--- src/hw/rtl/dss_pkg.sv ---
// Shared types and constants for the display sleep step sequencer.
// No dependencies; imported by dss_next_state and the top level.
package dss_pkg;

    // Step flag bit positions
    localparam int unsigned STEP_INIT  = 0;
    localparam int unsigned STEP_START = 1;
    localparam int unsigned STEP_ON    = 2;
    localparam int unsigned STEP_GTS   = 3;
    localparam int unsigned STEP_SLEEP = 4;
    localparam int unsigned STEP_WAKE  = 5;
    localparam int unsigned STEP_NEXT  = 6;

    localparam int unsigned NUM_STEPS = 7;
    localparam int unsigned MS_W      = 16;
    localparam int unsigned MODE_W    = 4;

    // Configuration register indexes
    localparam logic [1:0] REG_POWER_ON_TIMEOUT = 2'd0;
    localparam logic [1:0] REG_IDLE_TIMEOUT     = 2'd1;
    localparam logic [1:0] REG_NOTICE           = 2'd2;
    localparam logic [1:0] REG_MODE_LIMIT       = 2'd3;

    // Register reset values
    localparam logic [MS_W-1:0]   POWER_ON_TIMEOUT_RST = 16'd60000;
    localparam logic [MS_W-1:0]   IDLE_TIMEOUT_RST     = 16'd30000;
    localparam logic [MS_W-1:0]   NOTICE_RST           = 16'd5000;
    localparam logic [MODE_W-1:0] MODE_LIMIT_RST       = 4'd3;

    localparam logic [NUM_STEPS-1:0] STEPS_RST = 7'b000_0001;

    typedef struct packed {
        logic [MS_W-1:0]   power_on_timeout_ms;
        logic [MS_W-1:0]   idle_timeout_ms;
        logic [MS_W-1:0]   notice_ms;
        logic [MODE_W-1:0] mode_limit;
    } cfg_t;

    typedef struct packed {
        logic [NUM_STEPS-1:0] step_bits;
        logic                 button_before;
        logic                 screen_running;
        logic [MS_W-1:0]      screen_left;
        logic                 notice_running;
        logic [MS_W-1:0]      notice_left;
        logic [MODE_W-1:0]    mode_count;
    } seq_state_t;

endpackage

--- src/hw/rtl/dss_next_state.sv ---
// Next-state logic for one tick: button edge, timer countdown, step
// transitions and step actions. Depends on dss_pkg.
module dss_next_state (
    input  dss_pkg::cfg_t          cfg,
    input  dss_pkg::seq_state_t    cur,
    input  logic                   button_pressed,
    input  logic [15:0]            elapsed_ms,
    output dss_pkg::seq_state_t    nxt
);
    import dss_pkg::*;

    logic                 rise;
    logic                 scr_run;
    logic [MS_W-1:0]      scr_left;
    logic                 ntc_run;
    logic [MS_W-1:0]      ntc_left;
    logic [NUM_STEPS-1:0] old;
    logic [NUM_STEPS-1:0] clr;
    logic [NUM_STEPS-1:0] set;
    logic [NUM_STEPS-1:0] steps;
    logic [MODE_W-1:0]    mode;

    // Detect rising edge of the button
    assign rise = button_pressed & ~cur.button_before;
    assign old  = cur.step_bits;

    // Count down both timers; stop one when elapsed exceeds what is left
    always_comb begin
        scr_run  = cur.screen_running;
        scr_left = cur.screen_left;
        if (cur.screen_running) begin
            if (elapsed_ms > cur.screen_left) begin
                scr_run  = 1'b0;
                scr_left = '0;
            end else begin
                scr_left = cur.screen_left - elapsed_ms;
            end
        end
        ntc_run  = cur.notice_running;
        ntc_left = cur.notice_left;
        if (cur.notice_running) begin
            if (elapsed_ms > cur.notice_left) begin
                ntc_run  = 1'b0;
                ntc_left = '0;
            end else begin
                ntc_left = cur.notice_left - elapsed_ms;
            end
        end
    end

    // Evaluate all transitions from the old flags, clear then set
    always_comb begin
        clr = '0;
        set = '0;
        if (old[STEP_INIT]) begin
            clr[STEP_INIT] = 1'b1;  set[STEP_START] = 1'b1;
        end
        if (old[STEP_START]) begin
            clr[STEP_START] = 1'b1; set[STEP_ON] = 1'b1;
        end
        if (old[STEP_ON] && rise) begin
            clr[STEP_ON] = 1'b1;    set[STEP_NEXT] = 1'b1;
        end
        if (old[STEP_NEXT]) begin
            clr[STEP_NEXT] = 1'b1;  set[STEP_ON] = 1'b1;
        end
        if (old[STEP_ON] && !scr_run) begin
            clr[STEP_ON] = 1'b1;    set[STEP_GTS] = 1'b1;
        end
        if (old[STEP_SLEEP] && rise) begin
            clr[STEP_SLEEP] = 1'b1; set[STEP_WAKE] = 1'b1;
        end
        if (old[STEP_WAKE]) begin
            clr[STEP_WAKE] = 1'b1;  set[STEP_ON] = 1'b1;
        end
        if (old[STEP_GTS] && !ntc_run) begin
            clr[STEP_GTS] = 1'b1;   set[STEP_SLEEP] = 1'b1;
        end
        steps = (old & ~clr) | set;
    end

    // Run step actions in order: start, next_screen, going_to_sleep, waking
    always_comb begin
        nxt                = cur;
        nxt.step_bits      = steps;
        nxt.button_before  = button_pressed;
        nxt.screen_running = scr_run;
        nxt.screen_left    = scr_left;
        nxt.notice_running = ntc_run;
        nxt.notice_left    = ntc_left;
        mode               = cur.mode_count;

        if (steps[STEP_START] && !nxt.screen_running) begin
            nxt.screen_running = 1'b1;
            nxt.screen_left    = cfg.power_on_timeout_ms;
        end
        if (steps[STEP_NEXT]) begin
            if (cur.mode_count > cfg.mode_limit) begin
                mode = '0;
            end else begin
                mode = cur.mode_count + 1'b1;
            end
            nxt.screen_running = 1'b1;
            nxt.screen_left    = cfg.idle_timeout_ms;
        end
        if (steps[STEP_GTS] && !nxt.notice_running) begin
            nxt.notice_running = 1'b1;
            nxt.notice_left    = cfg.notice_ms;
        end
        if (steps[STEP_WAKE] && !nxt.screen_running) begin
            nxt.screen_running = 1'b1;
            nxt.screen_left    = cfg.idle_timeout_ms;
        end
        nxt.mode_count = mode;
    end

endmodule

--- src/hw/rtl/display_sleep_step_sequencer.sv ---
// Top level of the display sleep step sequencer: config registers, state
// registers and the result register. Depends on dss_pkg, dss_next_state.
//
// Usage:
//   Slave stream (s_*) carries one tick per item: the button level and the
//   milliseconds elapsed since the previous tick. Master stream (m_*) carries
//   exactly one result per tick: the step flags after the tick, the current
//   screen page and the four display action strobes.
//   The configuration port writes one register per cycle when cfg_wr_en is
//   high; write it only while no tick is in flight.
//   The result is registered: a tick accepted at a clock edge shows its
//   result on m_* after that edge. Throughput is one tick per cycle while
//   the receiver keeps up; state and result registers update in the accept cycle.
//   When the receiver stalls, the result register holds and s_tready drops
//   until the result is taken; s_tready is high whenever the result register
//   is empty or being drained in the same cycle.
//   Synchronous reset (aresetn low) restores the register defaults, sets
//   only the init step, clears timers, mode count and the result valid.
module display_sleep_step_sequencer (
    input  logic        aclk,
    input  logic        aresetn,
    // Configuration write port
    input  logic        cfg_wr_en,
    input  logic [1:0]  cfg_addr,
    input  logic [15:0] cfg_wdata,
    // Tick input
    input  logic        s_tvalid,
    output logic        s_tready,
    input  logic [23:0] s_tdata,   // [0] button_pressed, [16:1] elapsed_ms, [23:17] zero
    // Result output
    output logic        m_tvalid,
    input  logic        m_tready,
    output logic [15:0] m_tdata    // [6:0] step_flags, [10:7] screen_mode,
                                   // [11] refresh_screen, [12] show_notice,
                                   // [13] sleep_display, [14] wake_display,
                                   // [15] zero
);
    import dss_pkg::*;

    cfg_t        cfg_reg;
    seq_state_t  state_reg;
    seq_state_t  state_next;
    logic        out_valid_reg;
    logic [15:0] out_data_reg;
    logic [15:0] out_data_next;
    logic        accept;

    assign s_tready = ~out_valid_reg | m_tready;
    assign accept   = s_tvalid & s_tready;

    // Write configuration registers
    always_ff @(posedge aclk) begin
        if (!aresetn) begin
            cfg_reg.power_on_timeout_ms <= POWER_ON_TIMEOUT_RST;
            cfg_reg.idle_timeout_ms     <= IDLE_TIMEOUT_RST;
            cfg_reg.notice_ms           <= NOTICE_RST;
            cfg_reg.mode_limit          <= MODE_LIMIT_RST;
        end else if (cfg_wr_en) begin
            case (cfg_addr)
                REG_POWER_ON_TIMEOUT: cfg_reg.power_on_timeout_ms <= cfg_wdata;
                REG_IDLE_TIMEOUT:     cfg_reg.idle_timeout_ms     <= cfg_wdata;
                REG_NOTICE:           cfg_reg.notice_ms           <= cfg_wdata;
                REG_MODE_LIMIT:       cfg_reg.mode_limit          <= cfg_wdata[MODE_W-1:0];
                default: ;
            endcase
        end
    end

    dss_next_state u_next (
        .cfg            (cfg_reg),
        .cur            (state_reg),
        .button_pressed (s_tdata[0]),
        .elapsed_ms     (s_tdata[16:1]),
        .nxt            (state_next)
    );

    // Pack the result item from the new state
    assign out_data_next = {1'b0,
                            state_next.step_bits[STEP_WAKE],
                            state_next.step_bits[STEP_SLEEP],
                            state_next.step_bits[STEP_GTS],
                            state_next.step_bits[STEP_ON],
                            state_next.mode_count,
                            state_next.step_bits};

    // Advance sequencer state on each accepted item
    always_ff @(posedge aclk) begin
        if (!aresetn) begin
            state_reg.step_bits      <= STEPS_RST;
            state_reg.button_before  <= 1'b0;
            state_reg.screen_running <= 1'b0;
            state_reg.screen_left    <= '0;
            state_reg.notice_running <= 1'b0;
            state_reg.notice_left    <= '0;
            state_reg.mode_count     <= '0;
        end else if (accept) begin
            state_reg <= state_next;
        end
    end

    // Hold the result until the receiver takes it
    always_ff @(posedge aclk) begin
        if (!aresetn) begin
            out_valid_reg <= 1'b0;
        end else if (accept) begin
            out_valid_reg <= 1'b1;
        end else if (m_tready) begin
            out_valid_reg <= 1'b0;
        end
    end

    always_ff @(posedge aclk) begin
        if (accept) begin
            out_data_reg <= out_data_next;
        end
    end

    assign m_tvalid = out_valid_reg;
    assign m_tdata  = out_data_reg;

endmodule

--- config.mk ---
export PLATFORM = sky130hd
export DESIGN_NAME = display_sleep_step_sequencer
export DESIGN_NICKNAME = d
export VERILOG_FILES = /design/src/hw/rtl/dss_pkg.sv /design/src/hw/rtl/dss_next_state.sv /design/src/hw/rtl/display_sleep_step_sequencer.sv
export SDC_FILE = /design/constraint.sdc
export NUM_CORES = 1
export LEC_CHECK = 0
export BUFFER_PORTS_ARGS = -buffer_cell sky130_fd_sc_hd__buf_4
export CAP_MARGIN = 20
export CORE_MARGIN = 8
export CORE_UTILIZATION = 50
export DETAILED_ROUTE_END_ITERATION = 10
export HOLD_SLACK_MARGIN = 0.12
export PLACE_DENSITY = 0.77
export SETUP_SLACK_MARGIN = 0.3
export SLEW_MARGIN = 20
export SYNTH_ARGS = -nofsm -noshare
export SYNTH_HDL_FRONTEND = slang
export SYNTH_HIERARCHICAL = 1
export SYNTH_SLANG_ARGS = --single-unit
export TNS_END_PERCENT = 30
--- constraint.sdc ---
create_clock -name aclk -period 3.2 [get_ports aclk]
set_input_delay 0.16 -clock aclk [delete_from_list [all_inputs] [get_ports aclk]]
set_output_delay 0.16 -clock aclk [all_outputs]
set_load 0.005 [all_outputs]
* Word level (Yosys, flattened, before mapping)
Cells that the tools add are included.
** Word-level totals
- Bits of input ports :: 47
- Output and inout bits :: 18
- Flip-flop bits (word level) :: 114
- Logic and storage cells :: 77
** Cells by class
- Reduce and logical (&&, ||, !) cells :: 20
- Muxes and demuxes :: 27
- Bitwise gates (word level) :: 8
- $lt $le $gt $ge :: 3
- Add/subtract/negate cells :: 3
- Equality and inequality tests :: 3
** Operators with widths (count)
- $mux 17 :: 4
- $mux 16 :: 4
- $gt 16x16->1 :: 2
- $sub 16x16->16 :: 2
- $mux 1 :: 17
- $reduce_and 2->1 :: 6
- $mux 4 :: 2
- $and 7x7->7 :: 1
- $logic_and 1x1->1 :: 7
- $not 7->7 :: 1
- $or 7x7->7 :: 1
- $add 4x1->4 const B :: 1
- $eq 2x2->1 const B :: 2
- $gt 4x4->1 :: 1
- $reduce_bool 2->1 :: 2
- $reduce_bool 4->1 :: 1
- $logic_not 1->1 :: 3
- $and 1x1->1 :: 2
- $eq 2x1->1 const B :: 1
- $logic_not 2->1 :: 1
- $not 1->1 :: 2
- $or 1x1->1 :: 1

* Logic depth before layout (Yosys ltp)
Gate-level depths: netlist of the first run.
- Depth in word-level cells :: 16
- Mapped depth :: 13
- Depth with buffers taken out :: 12

* Cells and area by module
The synthesis of the first run kept the hierarchy.
** Modules (own cells, without submodules)
- display_sleep_step_sequencer :: instances 1, area each 4121.5 sq um, cells an instance 430
- dss_next_state :: instances 1, area each 2758.9 sq um, cells an instance 409

* Worst setup path before layout of the first run
Ideal clock, no wire load.
- Path kind :: reg2reg
- From :: reg state_reg[21] (netlist bit)
- To :: reg state_reg[10] (netlist bit)
- Data arrival time :: 2529 ps
- Setup slack :: 545 ps
- Path buffers :: 1
- Stages on the path, launching flop included :: 14
- Data required time :: 3074 ps
- Path through :: dfxtp_1 > inv_1 > ha_1 > fa_1 > and2b_1 > o31ai_2 > a21oi_1 > o21ai_2 > nand3_2 > and2b_1 > buf_4 > a221o_1 > nand2_1 > mux2i_1
** RTL lines
- start: declaration :: RTL line display_sleep_step_sequencer.sv:41 : seq_state_t state_reg;
- start signal: assignment :: RTL line display_sleep_step_sequencer.sv:97 : state_reg <= state_next;

==> impl_metrics.tcl, run 1 <==
set metrics [dict create \
    dieArea_um2 17800 \
    leakagePower_nw 3.56 \
    power_mw 3.31 \
    crit_type "reg2reg" \
    whs_ns 0.202 \
    fin_crit_ns 2.81 \
    nets 980 \
    path_cells "inv_1, ha_1, fa_1, and2b_2, o31ai_4, a21oi_4, o21ai_4, buf_12, nand3_2, and2b_4, a221o_1, nand2_1, mux2i_1" \
    ios 65 \
    cpPeakStageDelay_ns 0.38 \
    htreeDepth 3 \
    drc 0 \
    yosysSeqAreaShare 0.336 \
    diodes 0 \
    slew_violations 0 \
    antenna_left 0 \
    cp.required_ns 3.41 \
    ctsLongestPathBuffers 2 \
    first_global_vias 5740 \
    fillers 1238 \
    whs_path_depth 4 \
    avgRoutedWirePerCell_um 16.6 \
    layout-drive-gt1-share 0.145 \
    synth_area_um2 6880 \
    largest_reg_flops 52 \
    slew_headroom 0.262 \
    cp-end-kind "register" \
    rr_worst_depth 13 \
    track_usage 0.195 \
    vias_per_cell 5.72 \
    drtIter0Drc 485 \
    core-area_um2 13700 \
    status "finished, final reports clean" \
    synth_nets 926 \
    critPathLaunchType "register" \
    tritoncts "built" \
    drt_first_pass_iters 5 \
    final-setup-viol-count 0 \
    place_congestion 0.898 \
    finalCritPeriodShare 0.877 \
    vdd_drop_max_uv 636 \
    antenna_found_initial 0 \
    worst_slew_pin_slew_ns 1.11 \
    hp-class "in2reg" \
    dpl.cell_count 1037 \
    fin_ws_ns 0.395 \
    dpl.hpwl_mm 12.9 \
    path_clk_slew_ns 0.07 \
    ys_seq_elements 110 \
    initial_core_util 0.503 \
    finClkSkew_ns 0.00886 \
    synth.top_cell.area_share 0.288 \
    power.density_nw_per_um2 417 \
    yosysWarnings 6 \
    grt_max_degree 68 \
    avgSynthCellArea_um2 8.20 \
    fin_setup_tns_ns 0 \
    fp.dieH_um 133 \
    cts_buffers 9 \
    io_buffer_count 56 \
    dieWidth_um 133 \
    vias 6169 \
    gr-total-overflow 0 \
    synth-main-ff-cell "dfxtp_1" \
    synth_top_area_cell "dfxtp_1" \
    wirelength_mm 17.9 \
    rsz0062_at_grt "yes" \
    synth_cell_types 75 \
    cap_violations 0 \
    synth_edf_count 11 \
    synthTopCellsByArea "dfxtp_1, nand2_1, mux2i_1" \
    instances_no_fill 1078 \
    cp_data_arrival_time_ns 3.01 \
    synthCells 839 \
    hold_viol 0 \
    clock_sinks 110 \
    worstSetupPathDepth 13 \
    post-place-ws_ns 0.312 \
    slowest_stage "fa_1" \
    crit_family "compound AO/OA/AOI/OAI gates" \
    path_max_fanout 8 \
    async_reset_ff_frac 0 \
    cts_root_buffer "clkbuf_16" \
    syn_to_final_growth_pct 15.5 \
    grt_pass1_wl_mm 28.5 \
    rows 43 \
    fmax_mhz 356 \
    crit_buf_inv 2 \
    clkLatencyLatePin_ns 0.36 \
]
-- worst paths after layout --
check / startpoint / endpoint / slack, ns
hold / removal: cfg_addr[1] / cfg_reg[44]$_SDFFE_PN0P_ / 0.20
setup reg to reg: state_reg[21]$_SDFFE_PN0P_ / state_reg[8]$_SDFFE_PN0P_ / 0.39
setup / recovery: state_reg[21]$_SDFFE_PN0P_ / state_reg[8]$_SDFFE_PN0P_ / 0.39
hold reg to reg: state_reg[44]$_SDFFE_PN0P_ / state_reg[44]$_SDFFE_PN0P_ / 0.46
-- final cells by class --
type	instances	area, um^2	area share
Sequential cell	110	2310	0.291
Tap cell	180	225	0.0283
Timing Repair Buffer	95	813	0.102
Clock buffer	9	225	0.0283
Inverter	36	135	0.0170
Clock inverter	7	80.1	0.0101
Multi-Input combinational cell	641	4160	0.523
-- routing by layer --
metal | up-vias | wire, um | global-route usage
li1 | 3046 | - | -
met1 | 2886 | 8040 | 0.240
met2 | 203 | 8310 | 0.325
met3 | 34 | 1040 | 0.0452
met4 | 0 | 537 | 0.0692
met5 | - | 0 | 0
-- metrics by stage --
stage               instance area [um^2]  utilization
floorplan                           6880            -
global placement                    7340        0.537
detailed placement                  7340        0.537
CTS                                 7830        0.573
global route                        7950        0.582
finish                              7950        0.582
-- timing repair --
| action | 4_1_cts | 5_1_grt |
|---|---|---|
| hold buffers | 18 | 0 |
| endpoints found under the setup margin | 0 | 29 |
| setup buffers | 0 | 6 |
| gates resized for setup | 0 | 10 |
| hold endpoints to repair | 35 | 0 |
-- worst min-delay path: cells and delay by family --
kind | cells | cell delay (ns)
and+or+nand+nor | 3 | 0.24
buffers and inverters | 1 | 0.11
-- report_power, final --
part | internal, mW | total [mW] | leakage [nW] | switching (mW)
clock network | 0.619 | 1.16 | 0.148 | 0.543
logic | 0.283 | 0.644 | 2.49 | 0.361
registers | 1.45 | 1.51 | 0.916 | 0.0538
total | 2.35 | 3.31 | 3.56 | 0.958
-- Yosys cell counts, types with 5 or more instances --
library cell and number:
nand2_1 187, dfxtp_1 99, mux2i_1 61, nand3_1 56, o21ai_0 52, ha_1 38
inv_1 36, nor2_1 35, a21oi_1 21, buf_2 18, clkbuf_1 14, nor2b_1 12
buf_4 11, edfxtp_1 11, nor3_1 11, a31oi_1 10, o21a_1 10, o21ai_2 9
xnor2_1 9, xor2_1 9, a21o_1 8, o211ai_1 8, a221o_1 7, nand2b_1 7
and3_1 6, buf_6 6, nand3_2 6, nand4_1 6, a22o_1 5
-- cell usage in the layout (no fill, tap or decap), types with 11 or more instances in the layout --
cell type,n
nand2_1,187
dfxtp_1,99
buf_4,73
mux2i_1,61
nand3_1,56
o21ai_0,51
ha_1,38
inv_1,36
nor2_1,35
a21oi_1,20
dlygate4sd3_1,18
nor2b_1,12
edfxtp_1,11
nor3_1,11
-- cells by family (layout without fill, tap and decap cells) --
logic type / after synthesis / in the layout / synth area share
AOI/OAI and AO/OA: 169 / 169 / 0.175
xor gates and xnor gates: 18 / 18 / 0.0229
adders and majority gates: 40 / 40 / 0.0749
buffers and inverters: 88 / 147 / 0.0655
DFF: 110 / 110 / 0.336
muxes: 62 / 62 / 0.0904
other: 2 / 2 / 0.00109
and+or+nand+nor: 350 / 350 / 0.234
Note: power is estimated with default switching activity, not from simulation.
==> inputs of run 2 (changes only) <==
- ABC_AREA: default -> 1
- MAX_ROUTING_LAYER: default -> met4
==> impl_metrics.tcl, run 2 <==
set metrics [dict create \
    status "finished, final reports clean" \
    synth.top_cell.area_share 0.259 \
    yosysWarnings 6 \
    wirelength_mm 19.7 \
    grt_pass1_wl_mm 33.9 \
    largest_reg_flops 52 \
    yosysMostFrequentCell "nand2_1" \
    final-setup-viol-count 0 \
    grt_max_degree 100 \
    rsz0062_at_grt "yes" \
    cp_data_arrival_time_ns 2.94 \
    layout-drive-gt1-share 0.0834 \
    antenna_found_initial 0 \
    fp.dieH_um 140 \
    drtIter0Drc 718 \
    core-area_um2 15100 \
    crit_buf_inv 4 \
    cpPeakStageDelay_ns 0.40 \
    synth-main-ff-cell "dfxtp_1" \
    dpl.hpwl_mm 14.5 \
    worst_slew_pin_slew_ns 1.07 \
    ios 65 \
    htreeDepth 3 \
    vias_per_cell 5.10 \
    fin_crit_ns 2.68 \
    dieArea_um2 19500 \
    syn_to_final_growth_pct 11.0 \
    cap_violations 0 \
    critPathLaunchType "register" \
    fin_util 0.563 \
    fin_setup_tns_ns 0 \
    cp.required_ns 3.46 \
    path_max_fanout 16 \
    crit_top_cell "nand2_2" \
    p_comb_frac 0.272 \
    antenna_left 0 \
    rows 45 \
    synthTopCellsByArea "dfxtp_1, nand2_1, nand3_1" \
    fmax_mhz 373 \
    dieWidth_um 140 \
    power_switching_mw 1.28 \
    hold_viol 0 \
    slew_violations 0 \
    ys_seq_elements 110 \
    cp-end-kind "register" \
    clkLatencyLatePin_ns 0.37 \
    avgRoutedWirePerCell_um 13.4 \
    yosysSeqAreaShare 0.302 \
    p_int_mw 2.45 \
    cts_buffers 9 \
    leakagePower_nw 4.50 \
    design_area_um2 8500 \
    crit_type "reg2reg" \
    final_common_cell "nand2_1" \
    io_buffer_count 56 \
    slew_headroom 0.285 \
    finClkSkew_ns 0.00700 \
    post-place-ws_ns 0.480 \
    power.density_nw_per_um2 439 \
    final_cell_mix "nand2_1, nor2_1, nand3_1" \
    synthCells 1251 \
    dpl.cell_count 1439 \
    instances_no_fill 1471 \
    fin_ws_ns 0.518 \
    tritoncts "built" \
    nets 1365 \
    async_reset_ff_frac 0 \
    fillers 1523 \
    drt_first_pass_iters 6 \
    path_cells "inv_1, ha_1, fa_1, inv_1, nand2_1, nand2_2, nand3_2, nand2_2, nand2_4, nand2_2, nand2_2, nand3_1, nand2_2, buf_4, nor2_1, nor2_1, inv_1, nand3_1, nand2_1, nor2_1" \
    hp-class "in2reg" \
    path_clk_slew_ns 0.08 \
    gr-total-overflow 0 \
    whs_ns 0.159 \
    slowest_stage "fa_1" \
    vdd_drop_max_uv 282 \
    power_mw 3.73 \
    multi_input_area_um2 4350 \
    ctsLongestPathBuffers 2 \
    drc 0 \
    synthTopCellsByCount "nand2_1, nor2_1, nand3_1" \
    seq_area_um2 2310 \
    avgSynthCellArea_um2 6.12 \
    synth_cell_types 41 \
    clock_sinks 110 \
    post_dp_cell_area_um2 8030 \
    synth_edf_count 11 \
    synth_nets 1338 \
    finalCritPeriodShare 0.838 \
    place_congestion 0.912 \
    first_global_vias 6994 \
    seqPwrFrac 0.420 \
    synth_area_um2 7660 \
    vias 7497 \
    initial_core_util 0.508 \
    track_usage 0.215 \
    r2r_setup_slack_ns 0.52 \
    crit_family "simple AND/OR/NAND/NOR gates" \
    clkPwrFrac 0.307 \
    cts_root_buffer "clkbuf_16" \
    synth_top_area_cell "dfxtp_1" \
    diodes 0 \
    swShare 0.343 \
]
-- run 2: cell types whose count changed in the layout (fill, tap and decap cells not counted), moves of 8 or more --
cell / previous run / this run
o21ai_0: 51 / 11
mux2i_1: 61 / 0
o21a_1: 9 / 0
buf_4: 73 / 63
nor3_1: 11 / 2
nor2b_1: 12 / 0
nand3_1: 56 / 179
a21oi_1: 20 / 77
a31oi_1: 10 / 0
nor2_1: 35 / 190
o21ai_2: 8 / 0
nand2_1: 187 / 337
inv_1: 36 / 174
-- run 2: worst paths after layout --
path / startpoint / endpoint / depth (start not counted)
setup reg to reg: state_reg[21]$_SDFFE_PN0P_ / state_reg[25]$_SDFFE_PN0P_ / 20
hold / removal: s_tdata[0] / state_reg[38]$_SDFFE_PN0P_ / 5
setup / recovery: state_reg[21]$_SDFFE_PN0P_ / state_reg[25]$_SDFFE_PN0P_ / 20
hold reg to reg: cfg_reg[45]$_SDFFE_PN1P_ / cfg_reg[45]$_SDFFE_PN1P_ / 2
-- run 2: final cells by class --
cell class,count,area share
inverter,177,0.0784
clock inverter,6,0.00721
timing repair buffer,79,0.0745
sequential,110,0.272
tap,188,0.0277
multi-input combinational,901,0.512
clock buffer,10,0.0281
-- run 2: logic make-up after synthesis --
logic type / Yosys count / share of synthesized area
adders and majority gates: 40 / 0.0673
and+or+nand+nor: 739 / 0.406
DFF: 110 / 0.302
other: 2 / 0.000981
buffers and inverters: 240 / 0.131
xor gates and xnor gates: 16 / 0.0183
AOI/OAI and AO/OA: 104 / 0.0743
-- run 2: power groups by stage --
stage / Combinational [mW] / Clock [mW] / Sequential (mW)
2_1_floorplan: 0.772 / 0 / 1.57
3_3_place_gp: 0.966 / 0 / 1.60
3_5_place_dp: 0.985 / 0 / 1.60
4_1_cts: 1.01 / 1.16 / 1.57
5_1_grt: 1.17 / 1.21 / 1.58
6_report: 1.02 / 1.15 / 1.57
-- run 2: per-layer routing --
metal / up-vias / wire, um / track usage
met5: - / 0 / -
met4: 0 / 311 / 0.0646
met3: 24 / 1040 / 0.0284
met2: 206 / 8720 / 0.326
met1: 3303 / 9670 / 0.292
li1: 3964 / - / -
-- run 2: worst reg2reg max path, stage by stage, from the launching register on --
cell and delay [ns]:
dfxtp_2 0.35, inv_1 0.06, ha_1 0.21, fa_1 0.40
inv_1 0.10, nand2_1 0.07, nand2_2 0.09, nand3_2 0.07
nand2_2 0.11, nand2_4 0.07, nand2_2 0.07, nand2_2 0.12
nand3_1 0.12, nand2_2 0.10, buf_4 0.20, nor2_1 0.13
nor2_1 0.05, inv_1 0.05, nand3_1 0.07, nand2_1 0.10
nor2_1 0.05
-- run 2: timing repair --
item / 4_1_cts / 5_1_grt
hold buffers: 16 / 0
setup endpoints to repair: 0 / 21
endpoints found under the hold margin: 43 / 0
gates resized for setup: 0 / 6
buffers inserted: 0 / 0
